`config.mk`:
```
export PLATFORM = sky130hd
export DESIGN_NAME = lfu_cache_lru_tiebreak
export DESIGN_NICKNAME = d
export VERILOG_FILES = /design/src/lfuc_pkg.sv /design/src/lfuc_entry_ram.sv /design/src/lfuc_ctrl.sv /design/src/lfu_cache_lru_tiebreak.sv
export SDC_FILE = /design/constraint.sdc
export NUM_CORES = 2
export LEC_CHECK = 0
export BUFFER_PORTS_ARGS = -buffer_cell sky130_fd_sc_hd__clkbuf_2
export CAP_MARGIN = 0
export CORE_ASPECT_RATIO = 1.5
export CORE_MARGIN = 4
export CORE_UTILIZATION = 55
export CTS_CLUSTER_SIZE = 24
export DETAILED_ROUTE_END_ITERATION = 12
export PLACE_DENSITY = 0.8
export SKIP_CTS_REPAIR_TIMING = 1
export SLEW_MARGIN = 5
export SYNTH_ARGS = -nofsm -noshare
export SYNTH_HDL_FRONTEND = slang
export SYNTH_SLANG_ARGS = --single-unit
```
`constraint.sdc`:
```
create_clock -name clock -period 14.4 [get_ports clock]
set_input_delay 0.72 -clock clock [delete_from_list [all_inputs] [get_ports clock]]
set_output_delay 0.72 -clock clock [all_outputs]
set_load 0.005 [all_outputs]
```
`src/lfuc_pkg.sv`:
```
// ============================================================================
// lfuc_pkg
// Shared widths, reset values and operation codes for the LFU cache with
// least-recently-used tie break.
// ============================================================================
package lfuc_pkg;

   localparam int KEY_BITS           = 32;
   localparam int VALUE_BITS         = 32;
   localparam int CAP_REG_BITS       = 5;
   localparam int DEFAULT_CAPACITY   = 16;
   localparam int DEFAULT_COUNT_BITS = 16;

   localparam logic [CAP_REG_BITS-1:0] CAP_RESET = 5'd16;

   localparam logic ACTION_GET = 1'b0;
   localparam logic ACTION_PUT = 1'b1;

endpackage

```
`src/lfuc_entry_ram.sv`:
```
// ============================================================================
// lfuc_entry_ram
// Entry store of the cache: one write port and one read port with a
// registered read.
// ============================================================================
module lfuc_entry_ram #(
   parameter int DEPTH     = 16,
   parameter int WIDTH     = 84,
   parameter int ADDR_BITS = (DEPTH > 1) ? $clog2(DEPTH) : 1
) (
   input  logic                 clock,
   input  logic                 rd_en,
   input  logic [ADDR_BITS-1:0] rd_addr,
   output logic [WIDTH-1:0]     rd_data,
   input  logic                 wr_en,
   input  logic [ADDR_BITS-1:0] wr_addr,
   input  logic [WIDTH-1:0]     wr_data
);

   logic [WIDTH-1:0] mem_ff [DEPTH];
   logic [WIDTH-1:0] rd_data_ff;

   always_ff @(posedge clock) begin
      if (wr_en) begin
         mem_ff[wr_addr] <= wr_data;
      end
      if (rd_en) begin
         rd_data_ff <= mem_ff[rd_addr];
      end
   end

   assign rd_data = rd_data_ff;

endmodule

```
`src/lfuc_ctrl.sv`:
```
// ============================================================================
// lfuc_ctrl
// Access sequencer: sweeps the entry store to find the key, a free slot and
// the eviction victim, then, on a hit or an insert, sweeps it again to age
// the recency ranks and write the touched or inserted entry.
// ============================================================================
module lfuc_ctrl #(
   parameter int CAPACITY   = 16,
   parameter int COUNT_BITS = 16,
   parameter int IDX_BITS   = (CAPACITY > 1) ? $clog2(CAPACITY) : 1,
   parameter int ENTRY_BITS = lfuc_pkg::KEY_BITS + lfuc_pkg::VALUE_BITS + COUNT_BITS + IDX_BITS
) (
   input  logic                              clock,
   input  logic                              reset,
   input  logic                              start,
   output logic                              busy,
   input  logic                              req_action,
   input  logic [lfuc_pkg::KEY_BITS-1:0]     req_lookup_key,
   input  logic [lfuc_pkg::VALUE_BITS-1:0]   req_store_value,
   input  logic [lfuc_pkg::CAP_REG_BITS-1:0] cap_reg,
   output logic                              rsp_strobe,
   output logic                              rsp_hit,
   output logic [lfuc_pkg::VALUE_BITS-1:0]   rsp_read_value,
   output logic                              rsp_evicted,
   output logic [lfuc_pkg::KEY_BITS-1:0]     rsp_evicted_key,
   output logic                              ram_rd_en,
   output logic [IDX_BITS-1:0]               ram_rd_addr,
   input  logic [ENTRY_BITS-1:0]             ram_rd_data,
   output logic                              ram_wr_en,
   output logic [IDX_BITS-1:0]               ram_wr_addr,
   output logic [ENTRY_BITS-1:0]             ram_wr_data
);

   import lfuc_pkg::*;

   localparam int RANK_BITS = IDX_BITS;
   localparam int CNT_BITS  = $clog2(CAPACITY + 1);
   localparam int CMP_BITS  = (CNT_BITS > CAP_REG_BITS) ? CNT_BITS : CAP_REG_BITS;
   localparam int COUNT_LSB = RANK_BITS;
   localparam int VALUE_LSB = RANK_BITS + COUNT_BITS;
   localparam int KEY_LSB   = RANK_BITS + COUNT_BITS + VALUE_BITS;

   typedef enum logic [1:0] {
      ST_IDLE,
      ST_SCAN,
      ST_DECIDE,
      ST_UPDATE
   } state_type;

   typedef enum logic [1:0] {
      UPD_HIT,
      UPD_EVICT,
      UPD_ALL
   } upd_mode_type;

   state_type               state_ff, state_in;
   upd_mode_type            mode_ff, mode_in;
   logic [CNT_BITS-1:0]     ptr_ff, ptr_in;
   logic                    chk_en_ff, chk_en_in;
   logic [IDX_BITS-1:0]     chk_idx_ff, chk_idx_in;
   logic                    action_ff, action_in;
   logic [KEY_BITS-1:0]     key_ff, key_in;
   logic [VALUE_BITS-1:0]   value_ff, value_in;
   logic                    hit_found_ff, hit_found_in;
   logic [IDX_BITS-1:0]     hit_idx_ff, hit_idx_in;
   logic [RANK_BITS-1:0]    hit_rank_ff, hit_rank_in;
   logic [COUNT_BITS-1:0]   hit_count_ff, hit_count_in;
   logic [VALUE_BITS-1:0]   hit_value_ff, hit_value_in;
   logic                    free_found_ff, free_found_in;
   logic [IDX_BITS-1:0]     free_idx_ff, free_idx_in;
   logic                    vic_found_ff, vic_found_in;
   logic [IDX_BITS-1:0]     vic_idx_ff, vic_idx_in;
   logic [COUNT_BITS-1:0]   vic_count_ff, vic_count_in;
   logic [RANK_BITS-1:0]    vic_rank_ff, vic_rank_in;
   logic [KEY_BITS-1:0]     vic_key_ff, vic_key_in;
   logic [IDX_BITS-1:0]     tgt_idx_ff, tgt_idx_in;
   logic [ENTRY_BITS-1:0]   tgt_entry_ff, tgt_entry_in;
   logic [RANK_BITS-1:0]    thr_ff, thr_in;
   logic [CAPACITY-1:0]     valid_ff, valid_in;
   logic [CNT_BITS-1:0]     occ_ff, occ_in;
   logic                    rsp_strobe_ff, rsp_strobe_in;
   logic                    rsp_hit_ff, rsp_hit_in;
   logic [VALUE_BITS-1:0]   rsp_read_value_ff, rsp_read_value_in;
   logic                    rsp_evicted_ff, rsp_evicted_in;
   logic [KEY_BITS-1:0]     rsp_evicted_key_ff, rsp_evicted_key_in;

   logic [CMP_BITS-1:0]     cap_wide;
   logic [CNT_BITS-1:0]     cap_limit;
   logic                    cap_zero;
   logic                    ptr_done;
   logic                    cur_valid;
   logic [KEY_BITS-1:0]     rd_key;
   logic [VALUE_BITS-1:0]   rd_value;
   logic [COUNT_BITS-1:0]   rd_count;
   logic [RANK_BITS-1:0]    rd_rank;
   logic                    rank_inc;
   logic [COUNT_BITS-1:0]   hit_count_next;
   logic [VALUE_BITS-1:0]   hit_store;

   assign cap_wide  = CMP_BITS'(cap_reg);
   assign cap_limit = (cap_wide > CMP_BITS'(CAPACITY)) ? CNT_BITS'(CAPACITY)
                                                      : CNT_BITS'(cap_wide);
   assign cap_zero  = (cap_reg == '0);
   assign ptr_done  = (ptr_ff == CNT_BITS'(CAPACITY));
   assign cur_valid = valid_ff[chk_idx_ff];

   assign rd_key   = ram_rd_data[KEY_LSB +: KEY_BITS];
   assign rd_value = ram_rd_data[VALUE_LSB +: VALUE_BITS];
   assign rd_count = ram_rd_data[COUNT_LSB +: COUNT_BITS];
   assign rd_rank  = ram_rd_data[RANK_BITS-1:0];

   assign hit_count_next = (hit_count_ff == {COUNT_BITS{1'b1}}) ? hit_count_ff
                                                                : hit_count_ff + COUNT_BITS'(1);
   assign hit_store      = (action_ff == ACTION_PUT) ? value_ff : hit_value_ff;

   always_comb begin
      unique case (mode_ff)
         UPD_HIT:   rank_inc = (rd_rank < thr_ff);
         UPD_EVICT: rank_inc = (rd_rank <= thr_ff);
         UPD_ALL:   rank_inc = 1'b1;
         default:   rank_inc = 1'b0;
      endcase
   end

   always_comb begin
      state_in           = state_ff;
      mode_in            = mode_ff;
      ptr_in             = ptr_ff;
      chk_en_in          = 1'b0;
      chk_idx_in         = ptr_ff[IDX_BITS-1:0];
      action_in          = action_ff;
      key_in             = key_ff;
      value_in           = value_ff;
      hit_found_in       = hit_found_ff;
      hit_idx_in         = hit_idx_ff;
      hit_rank_in        = hit_rank_ff;
      hit_count_in       = hit_count_ff;
      hit_value_in       = hit_value_ff;
      free_found_in      = free_found_ff;
      free_idx_in        = free_idx_ff;
      vic_found_in       = vic_found_ff;
      vic_idx_in         = vic_idx_ff;
      vic_count_in       = vic_count_ff;
      vic_rank_in        = vic_rank_ff;
      vic_key_in         = vic_key_ff;
      tgt_idx_in         = tgt_idx_ff;
      tgt_entry_in       = tgt_entry_ff;
      thr_in             = thr_ff;
      valid_in           = valid_ff;
      occ_in             = occ_ff;
      rsp_strobe_in      = 1'b0;
      rsp_hit_in         = rsp_hit_ff;
      rsp_read_value_in  = rsp_read_value_ff;
      rsp_evicted_in     = rsp_evicted_ff;
      rsp_evicted_key_in = rsp_evicted_key_ff;
      ram_rd_en          = 1'b0;
      ram_rd_addr        = ptr_ff[IDX_BITS-1:0];
      ram_wr_en          = 1'b0;
      ram_wr_addr        = chk_idx_ff;
      ram_wr_data        = ram_rd_data;

      unique case (state_ff)
         ST_IDLE: begin
            if (start) begin
               action_in          = req_action;
               key_in             = req_lookup_key;
               value_in           = req_store_value;
               hit_found_in       = 1'b0;
               free_found_in      = 1'b0;
               vic_found_in       = 1'b0;
               ptr_in             = '0;
               rsp_hit_in         = 1'b0;
               rsp_read_value_in  = '0;
               rsp_evicted_in     = 1'b0;
               rsp_evicted_key_in = '0;
               if (cap_zero) begin
                  rsp_strobe_in = 1'b1;
               end else begin
                  state_in = ST_SCAN;
               end
            end
         end

         ST_SCAN: begin
            if (!ptr_done) begin
               ram_rd_en = 1'b1;
               chk_en_in = 1'b1;
               ptr_in    = ptr_ff + CNT_BITS'(1);
            end
            if (chk_en_ff) begin
               if (cur_valid) begin
                  if (rd_key == key_ff && !hit_found_ff) begin
                     hit_found_in = 1'b1;
                     hit_idx_in   = chk_idx_ff;
                     hit_rank_in  = rd_rank;
                     hit_count_in = rd_count;
                     hit_value_in = rd_value;
                  end
                  if (!vic_found_ff || rd_count < vic_count_ff ||
                      (rd_count == vic_count_ff && rd_rank > vic_rank_ff)) begin
                     vic_found_in = 1'b1;
                     vic_idx_in   = chk_idx_ff;
                     vic_count_in = rd_count;
                     vic_rank_in  = rd_rank;
                     vic_key_in   = rd_key;
                  end
               end else if (!free_found_ff) begin
                  free_found_in = 1'b1;
                  free_idx_in   = chk_idx_ff;
               end
            end
            if (ptr_done) begin
               state_in = ST_DECIDE;
            end
         end

         ST_DECIDE: begin
            ptr_in = '0;
            priority if (hit_found_ff) begin
               rsp_hit_in        = 1'b1;
               rsp_read_value_in = (action_ff == ACTION_GET) ? hit_value_ff : '0;
               tgt_idx_in        = hit_idx_ff;
               tgt_entry_in      = {key_ff, hit_store, hit_count_next, RANK_BITS'(0)};
               thr_in            = hit_rank_ff;
               mode_in           = UPD_HIT;
               state_in          = ST_UPDATE;
            end else if (action_ff == ACTION_PUT && occ_ff < cap_limit && free_found_ff) begin
               tgt_idx_in           = free_idx_ff;
               tgt_entry_in         = {key_ff, value_ff, COUNT_BITS'(1), RANK_BITS'(0)};
               mode_in              = UPD_ALL;
               valid_in[free_idx_ff] = 1'b1;
               occ_in               = occ_ff + CNT_BITS'(1);
               state_in             = ST_UPDATE;
            end else if (action_ff == ACTION_PUT && vic_found_ff) begin
               rsp_evicted_in     = 1'b1;
               rsp_evicted_key_in = vic_key_ff;
               tgt_idx_in         = vic_idx_ff;
               tgt_entry_in       = {key_ff, value_ff, COUNT_BITS'(1), RANK_BITS'(0)};
               thr_in             = vic_rank_ff;
               mode_in            = UPD_EVICT;
               state_in           = ST_UPDATE;
            end else begin
               rsp_strobe_in = 1'b1;
               state_in      = ST_IDLE;
            end
         end

         ST_UPDATE: begin
            if (!ptr_done) begin
               ram_rd_en = 1'b1;
               chk_en_in = 1'b1;
               ptr_in    = ptr_ff + CNT_BITS'(1);
            end
            if (chk_en_ff) begin
               if (chk_idx_ff == tgt_idx_ff) begin
                  ram_wr_en   = 1'b1;
                  ram_wr_data = tgt_entry_ff;
               end else if (cur_valid) begin
                  ram_wr_en   = 1'b1;
                  ram_wr_data = {ram_rd_data[ENTRY_BITS-1:RANK_BITS],
                                 rd_rank + RANK_BITS'(rank_inc)};
               end
            end
            if (ptr_done) begin
               rsp_strobe_in = 1'b1;
               state_in      = ST_IDLE;
            end
         end

         default: begin
            state_in = ST_IDLE;
         end
      endcase
   end

   always_ff @(posedge clock) begin
      if (reset) begin
         state_ff           <= ST_IDLE;
         mode_ff            <= UPD_ALL;
         ptr_ff             <= '0;
         chk_en_ff          <= 1'b0;
         chk_idx_ff         <= '0;
         action_ff          <= ACTION_GET;
         key_ff             <= '0;
         value_ff           <= '0;
         hit_found_ff       <= 1'b0;
         hit_idx_ff         <= '0;
         hit_rank_ff        <= '0;
         hit_count_ff       <= '0;
         hit_value_ff       <= '0;
         free_found_ff      <= 1'b0;
         free_idx_ff        <= '0;
         vic_found_ff       <= 1'b0;
         vic_idx_ff         <= '0;
         vic_count_ff       <= '0;
         vic_rank_ff        <= '0;
         vic_key_ff         <= '0;
         tgt_idx_ff         <= '0;
         tgt_entry_ff       <= '0;
         thr_ff             <= '0;
         valid_ff           <= '0;
         occ_ff             <= '0;
         rsp_strobe_ff      <= 1'b0;
         rsp_hit_ff         <= 1'b0;
         rsp_read_value_ff  <= '0;
         rsp_evicted_ff     <= 1'b0;
         rsp_evicted_key_ff <= '0;
      end else begin
         state_ff           <= state_in;
         mode_ff            <= mode_in;
         ptr_ff             <= ptr_in;
         chk_en_ff          <= chk_en_in;
         chk_idx_ff         <= chk_idx_in;
         action_ff          <= action_in;
         key_ff             <= key_in;
         value_ff           <= value_in;
         hit_found_ff       <= hit_found_in;
         hit_idx_ff         <= hit_idx_in;
         hit_rank_ff        <= hit_rank_in;
         hit_count_ff       <= hit_count_in;
         hit_value_ff       <= hit_value_in;
         free_found_ff      <= free_found_in;
         free_idx_ff        <= free_idx_in;
         vic_found_ff       <= vic_found_in;
         vic_idx_ff         <= vic_idx_in;
         vic_count_ff       <= vic_count_in;
         vic_rank_ff        <= vic_rank_in;
         vic_key_ff         <= vic_key_in;
         tgt_idx_ff         <= tgt_idx_in;
         tgt_entry_ff       <= tgt_entry_in;
         thr_ff             <= thr_in;
         valid_ff           <= valid_in;
         occ_ff             <= occ_in;
         rsp_strobe_ff      <= rsp_strobe_in;
         rsp_hit_ff         <= rsp_hit_in;
         rsp_read_value_ff  <= rsp_read_value_in;
         rsp_evicted_ff     <= rsp_evicted_in;
         rsp_evicted_key_ff <= rsp_evicted_key_in;
      end
   end

   assign busy            = (state_ff != ST_IDLE);
   assign rsp_strobe      = rsp_strobe_ff;
   assign rsp_hit         = rsp_hit_ff;
   assign rsp_read_value  = rsp_read_value_ff;
   assign rsp_evicted     = rsp_evicted_ff;
   assign rsp_evicted_key = rsp_evicted_key_ff;

endmodule

```
`src/lfu_cache_lru_tiebreak.sv`:
```
// ============================================================================
// lfu_cache_lru_tiebreak
// Fully associative key/value cache, least frequently used replacement with
// the least recently used entry chosen among equal use counts.
// ============================================================================
// An item is taken when start is high and busy is low; its result appears on
// the rsp_ ports for one cycle under rsp_strobe and must be taken then, as the
// block cannot hold it. Entries live in a single memory with one read and one
// write port, and each item sweeps it one entry per cycle: a lookup pass,
// then, for accesses that change state, an update pass. Busy stays high
// until the last pass has ended, so no new item is taken while one is in
// progress. While the capacity register is zero an item is answered without
// any pass. The capacity register may only be written while busy is low.
// ============================================================================
module lfu_cache_lru_tiebreak #(
   parameter int CAPACITY   = lfuc_pkg::DEFAULT_CAPACITY,
   parameter int COUNT_BITS = lfuc_pkg::DEFAULT_COUNT_BITS
) (
   input  logic                              clock,
   input  logic                              reset,
   input  logic                              start,
   output logic                              busy,
   input  logic                              req_action,
   input  logic [lfuc_pkg::KEY_BITS-1:0]     req_lookup_key,
   input  logic [lfuc_pkg::VALUE_BITS-1:0]   req_store_value,
   output logic                              rsp_strobe,
   output logic                              rsp_hit,
   output logic [lfuc_pkg::VALUE_BITS-1:0]   rsp_read_value,
   output logic                              rsp_evicted,
   output logic [lfuc_pkg::KEY_BITS-1:0]     rsp_evicted_key,
   input  logic                              csr_valid,
   output logic                              csr_ready,
   input  logic [lfuc_pkg::CAP_REG_BITS-1:0] csr_capacity_in_use
);

   import lfuc_pkg::*;

   localparam int IDX_BITS   = (CAPACITY > 1) ? $clog2(CAPACITY) : 1;
   localparam int ENTRY_BITS = KEY_BITS + VALUE_BITS + COUNT_BITS + IDX_BITS;

   logic [CAP_REG_BITS-1:0] cap_ff;
   logic [CAP_REG_BITS-1:0] cap_in;
   logic                    ram_rd_en;
   logic [IDX_BITS-1:0]     ram_rd_addr;
   logic [ENTRY_BITS-1:0]   ram_rd_data;
   logic                    ram_wr_en;
   logic [IDX_BITS-1:0]     ram_wr_addr;
   logic [ENTRY_BITS-1:0]   ram_wr_data;

   assign csr_ready = 1'b1;
   assign cap_in    = (csr_valid && csr_ready) ? csr_capacity_in_use : cap_ff;

   always_ff @(posedge clock) begin
      if (reset) begin
         cap_ff <= CAP_RESET;
      end else begin
         cap_ff <= cap_in;
      end
   end

   lfuc_ctrl #(
      .CAPACITY   (CAPACITY),
      .COUNT_BITS (COUNT_BITS),
      .IDX_BITS   (IDX_BITS),
      .ENTRY_BITS (ENTRY_BITS)
   ) u_ctrl (
      .clock           (clock),
      .reset           (reset),
      .start           (start),
      .busy            (busy),
      .req_action      (req_action),
      .req_lookup_key  (req_lookup_key),
      .req_store_value (req_store_value),
      .cap_reg         (cap_ff),
      .rsp_strobe      (rsp_strobe),
      .rsp_hit         (rsp_hit),
      .rsp_read_value  (rsp_read_value),
      .rsp_evicted     (rsp_evicted),
      .rsp_evicted_key (rsp_evicted_key),
      .ram_rd_en       (ram_rd_en),
      .ram_rd_addr     (ram_rd_addr),
      .ram_rd_data     (ram_rd_data),
      .ram_wr_en       (ram_wr_en),
      .ram_wr_addr     (ram_wr_addr),
      .ram_wr_data     (ram_wr_data)
   );

   lfuc_entry_ram #(
      .DEPTH     (CAPACITY),
      .WIDTH     (ENTRY_BITS),
      .ADDR_BITS (IDX_BITS)
   ) u_entry_ram (
      .clock   (clock),
      .rd_en   (ram_rd_en),
      .rd_addr (ram_rd_addr),
      .rd_data (ram_rd_data),
      .wr_en   (ram_wr_en),
      .wr_addr (ram_wr_addr),
      .wr_data (ram_wr_data)
   );

endmodule

```
==> results.md <==
* Run status: complete, no violations
* Starting Density at 55.47%
* Root buffer cell: clkbuf_16
* Placer Congestion at 0.7879
* Number of DRC markers in iteration 0 at 4825
* Largest area contributor in the netlist: edfxtp_1
* Sequential area share after synthesis at 72.48%
* Final worst clock skew at 0.04925 ns
* Highest routed layer: met4
* HP Class: in -> reg
* Nets at 4129
* Placed Cells at 5553
* Slew at the pin closest to its max-slew limit at 1.121 ns
* Met2 WL at 88450 µm
* Synth warn at 0
* Top achievable clock speed at 204.8 MHz
* CP Capture Type: flip-flop
* Clk pwr share at 36.9%
* Critical Path RT at 14.80 ns
* GRT Overall Usage at 26.16%
* Setup CP Type: reg -> reg
* DR WL met3 at 16240 µm
* Most frequent cell after synthesis: edfxtp_1
* Logic pwr share at 9.9%
* CP max stage cell: dfxtp_1
* TritonRoute pass-1 iters at 5
* Total chip power at 11.34 mW
* Setup TNS at 0 ns
* Die H at 443.8 µm
* Period Utilization, post-route at 33.91%
* CP Launch Type: flip-flop
* Port Buffers at 141
* Worst R2R Start: u_ctrl.ram_wr_addr[0]
* Arrival time worst endpoint at 5.28 ns
* Int Pwr at 8.633 mW
* Max clock buf depth at 3
* Antenna viol nets, final at 0
* Max-Cap Viols at 0
* Initial antenna violation count at 2
* Share of async-settable or async-resettable flops after synthesis at 0%
* Ports at 143
* Htree depth at 4
* Inserted Clock Buffers at 156
* Switching share of power at 23.86%
* Vias in the first global route at 38370
* Area growth syn-to-layout at 11.04%
* Final hold viol count at 0
* Peak supply drop at 0.1116 mV
* Crit path max fanout at 36
* Final setup violation count at 0
* Hold path endpoint: u_ctrl.key_ff[30]
* Tmin final at 4.884 ns
* Syn Std Cell Area at 69630 µm²
* CP Cell Sequence: mux4_2, a22oi_2, a21oi_1, or2_2, nand2_1, nor2_4, buf_4, buf_4
* Post-DP HPWL at 91030 µm
* Die width at 298.5 µm
* Syn Inst Count at 3893
* Hold Crit Start: req_lookup_key[30]
* Fraction of layout instances using a drive strength above 1 at 23.93%
* Post-Synthesis Net Count at 4001
* Clock latency at the later pin of the worst-skew pair at 0.79 ns
* RSZ-0062 raised after global routing: false
* Synth top cells by count: edfxtp_1, mux4_2, nand2_1, dfxtp_1, nor2_1
* Met1 Routed Length at 61480 µm
* Global-route wire length before repair at 256400 µm
* Slew HR at 25.30%
* Core Region at 125500 µm²
* LEAKAGE at 24.29 nW
* Non-filler cells in the finished layout at 5845
* Switching Power at 2.706 mW
* Clk sinks at 1807
* Seq pwr share at 53.2%
* Top cell type's share of synthesized area at 61.59%
* Largest net degree at the start of global routing at 121
* Hold path cells at 3
* Die ar. at 132500 µm²
* Rows at 159
* EDFF count, synth at 1428
* Overflow after GRT at 0
* Synth Register Bits at 1807
* Crit path largest cell delay at 0.83 ns
* Fin. max-slew vios at 0
* Routed via count at 37730
* FF-to-FF End: u_entry_ram.mem_ff[6][46]
* Netlist cell types at 60
* FF-to-FF setup slack at 9.52 ns
* DRT Wirelength at 172200 µm
* Worst r2r path cells at 8
* Most common cell on crit path: buf_4
* Wire length per cell at 29.47 µm
* Synth top area cells: edfxtp_1, mux4_2, dfxtp_1
* CTS clk-pin slew, worst paths at 0.07 ns
* DRC errors left at 0
* PwrDens at 146.7 nW/µm²
* Synth Flop Type: edfxtp_1
* CTS tree: done
* Syn avg cell area at 17.89 µm²
* Vias per cell at 6.455
registers in the layout (all words and copies together), names as in the netlist, 4 cells and up:
| register | flops |
|---|---|
| u_ctrl.vic_rank_ff | 4 |
| u_ctrl.hit_idx_ff | 4 |
| u_ctrl.tgt_idx_ff | 4 |
| u_ctrl.vic_count_ff | 16 |
| u_ctrl.ptr_ff | 5 |
| u_ctrl.key_ff | 32 |
| cap_ff | 5 |
| u_ctrl.value_ff | 32 |
| u_ctrl.ram_wr_addr | 4 |
| u_ctrl.rsp_read_value | 32 |
| u_ctrl.vic_idx_ff | 4 |
| u_ctrl.free_idx_ff | 4 |
| u_ctrl.hit_count_ff | 16 |
| u_ctrl.hit_value_ff | 32 |
| u_ctrl.valid_ff | 16 |
| u_ctrl.rsp_evicted_key | 32 |
| u_ctrl.tgt_entry_ff | 80 |
| u_entry_ram.rd_data | 84 |
| u_ctrl.vic_key_ff | 32 |
| u_ctrl.occ_ff | 5 |
| u_ctrl.hit_rank_ff | 4 |
| u_ctrl.thr_ff | 4 |
| u_entry_ram.mem_ff | 1344 |
critical path, delay by kind of cell (launching register included):
kind	cells	cell delay [ns]
simple gates	3	1.26
buf+inv	2	1.34
flops	1	0.83
mux	1	0.37
compound gates	2	0.61
per-layer routing:
metal / GRT usage [%] / vias up
li1: - / 15510
met1: 34.08 / 19510
met2: 44.48 / 2352
met3: 5.161 / 365
met4: 8.908 / 0
met5: 0 / -
placed cells by master (no fill, tap or decap), types with 14 or more instances in the layout:
cell and n:
dfxtp_1 375, edfxtp_1 1428, clkbuf_8 15, nor2_1 212, a21oi_1 145, nand4_1 14, nand2_1 385, a211oi_1 39
inv_1 33, a22oi_1 31, a31oi_1 72, mux2_2 79, mux4_2 424, clkinv_1 18, clkinv_2 23, buf_4 72
clkbuf_16 160, clkbuf_1 39, mux2i_1 157, ha_1 34, xor2_1 41, clkbuf_2 142
power groups by stage:
stage	sequential [mW]	combinational, mW	clock (mW)
after floorplan	6.06	0.820	0
after global placement	6.14	1.07	0
after detailed placement	6.14	1.11	0
after CTS	6.03	1.13	4.23
after global routing	6.04	1.22	4.47
final	6.03	1.12	4.18
logic make-up (layout without fill, tap and decap cells):
kind of cell	count (synthesis)	in the layout	synth area share, %
XOR/XNOR	54	54	0.6793
other	1	2	0.005386
multiplexers	660	660	17.25
AO/OA/AOI/OAI	343	343	3.060
adder cells (fa/ha/maj)	34	34	0.6110
AND/OR/NAND/NOR	714	714	4.216
flip-flops	1807	1807	72.48
buffers and inverters	280	541	1.696
worst max path at each step:
stage / from / end / cells after the start
after floorplan: u_ctrl.ram_wr_addr[3] / u_entry_ram.mem_ff[12][0] / 8
after global placement: u_ctrl.ram_wr_addr[0] / u_entry_ram.mem_ff[5][32] / 8
after detailed placement: u_ctrl.ram_wr_addr[0] / u_entry_ram.mem_ff[6][45] / 8
after CTS: u_ctrl.ram_wr_addr[0] / u_entry_ram.mem_ff[6][0] / 8
after global routing: u_ctrl.ram_wr_addr[0] / u_entry_ram.mem_ff[6][46] / 8
final: u_ctrl.ram_wr_addr[0] / u_entry_ram.mem_ff[6][46] / 8
metrics by stage:
stage | hold slack [ns] | worst slack (ns) | area [µm²] | utilization, %
2_1_floorplan | 0.4204 | 4.111 | 69630 | -
4_1_cts | 0.1017 | 9.619 | 77310 | 61.59
5_1_grt | 0.1352 | 9.386 | 77310 | 61.59
3_3_place_gp | 0.4386 | 9.823 | 72230 | 57.54
6_report | 0.1552 | 9.516 | 77310 | 61.59
3_5_place_dp | 0.4399 | 9.620 | 72230 | 57.54
final cells by class:
class,instances,area [µm²]
Tap cell,1690,2115
Inverter,34,130.1
Timing Repair Buffer,216,1316
Clock inverter,75,710.7
Multi-Input combinational cell,1806,18190
Sequential cell,1807,50480
Clock buffer,216,4367
Antenna cell,1,2.502
Fill cell,8297,48220
Power figures use the tool's default switching activity.
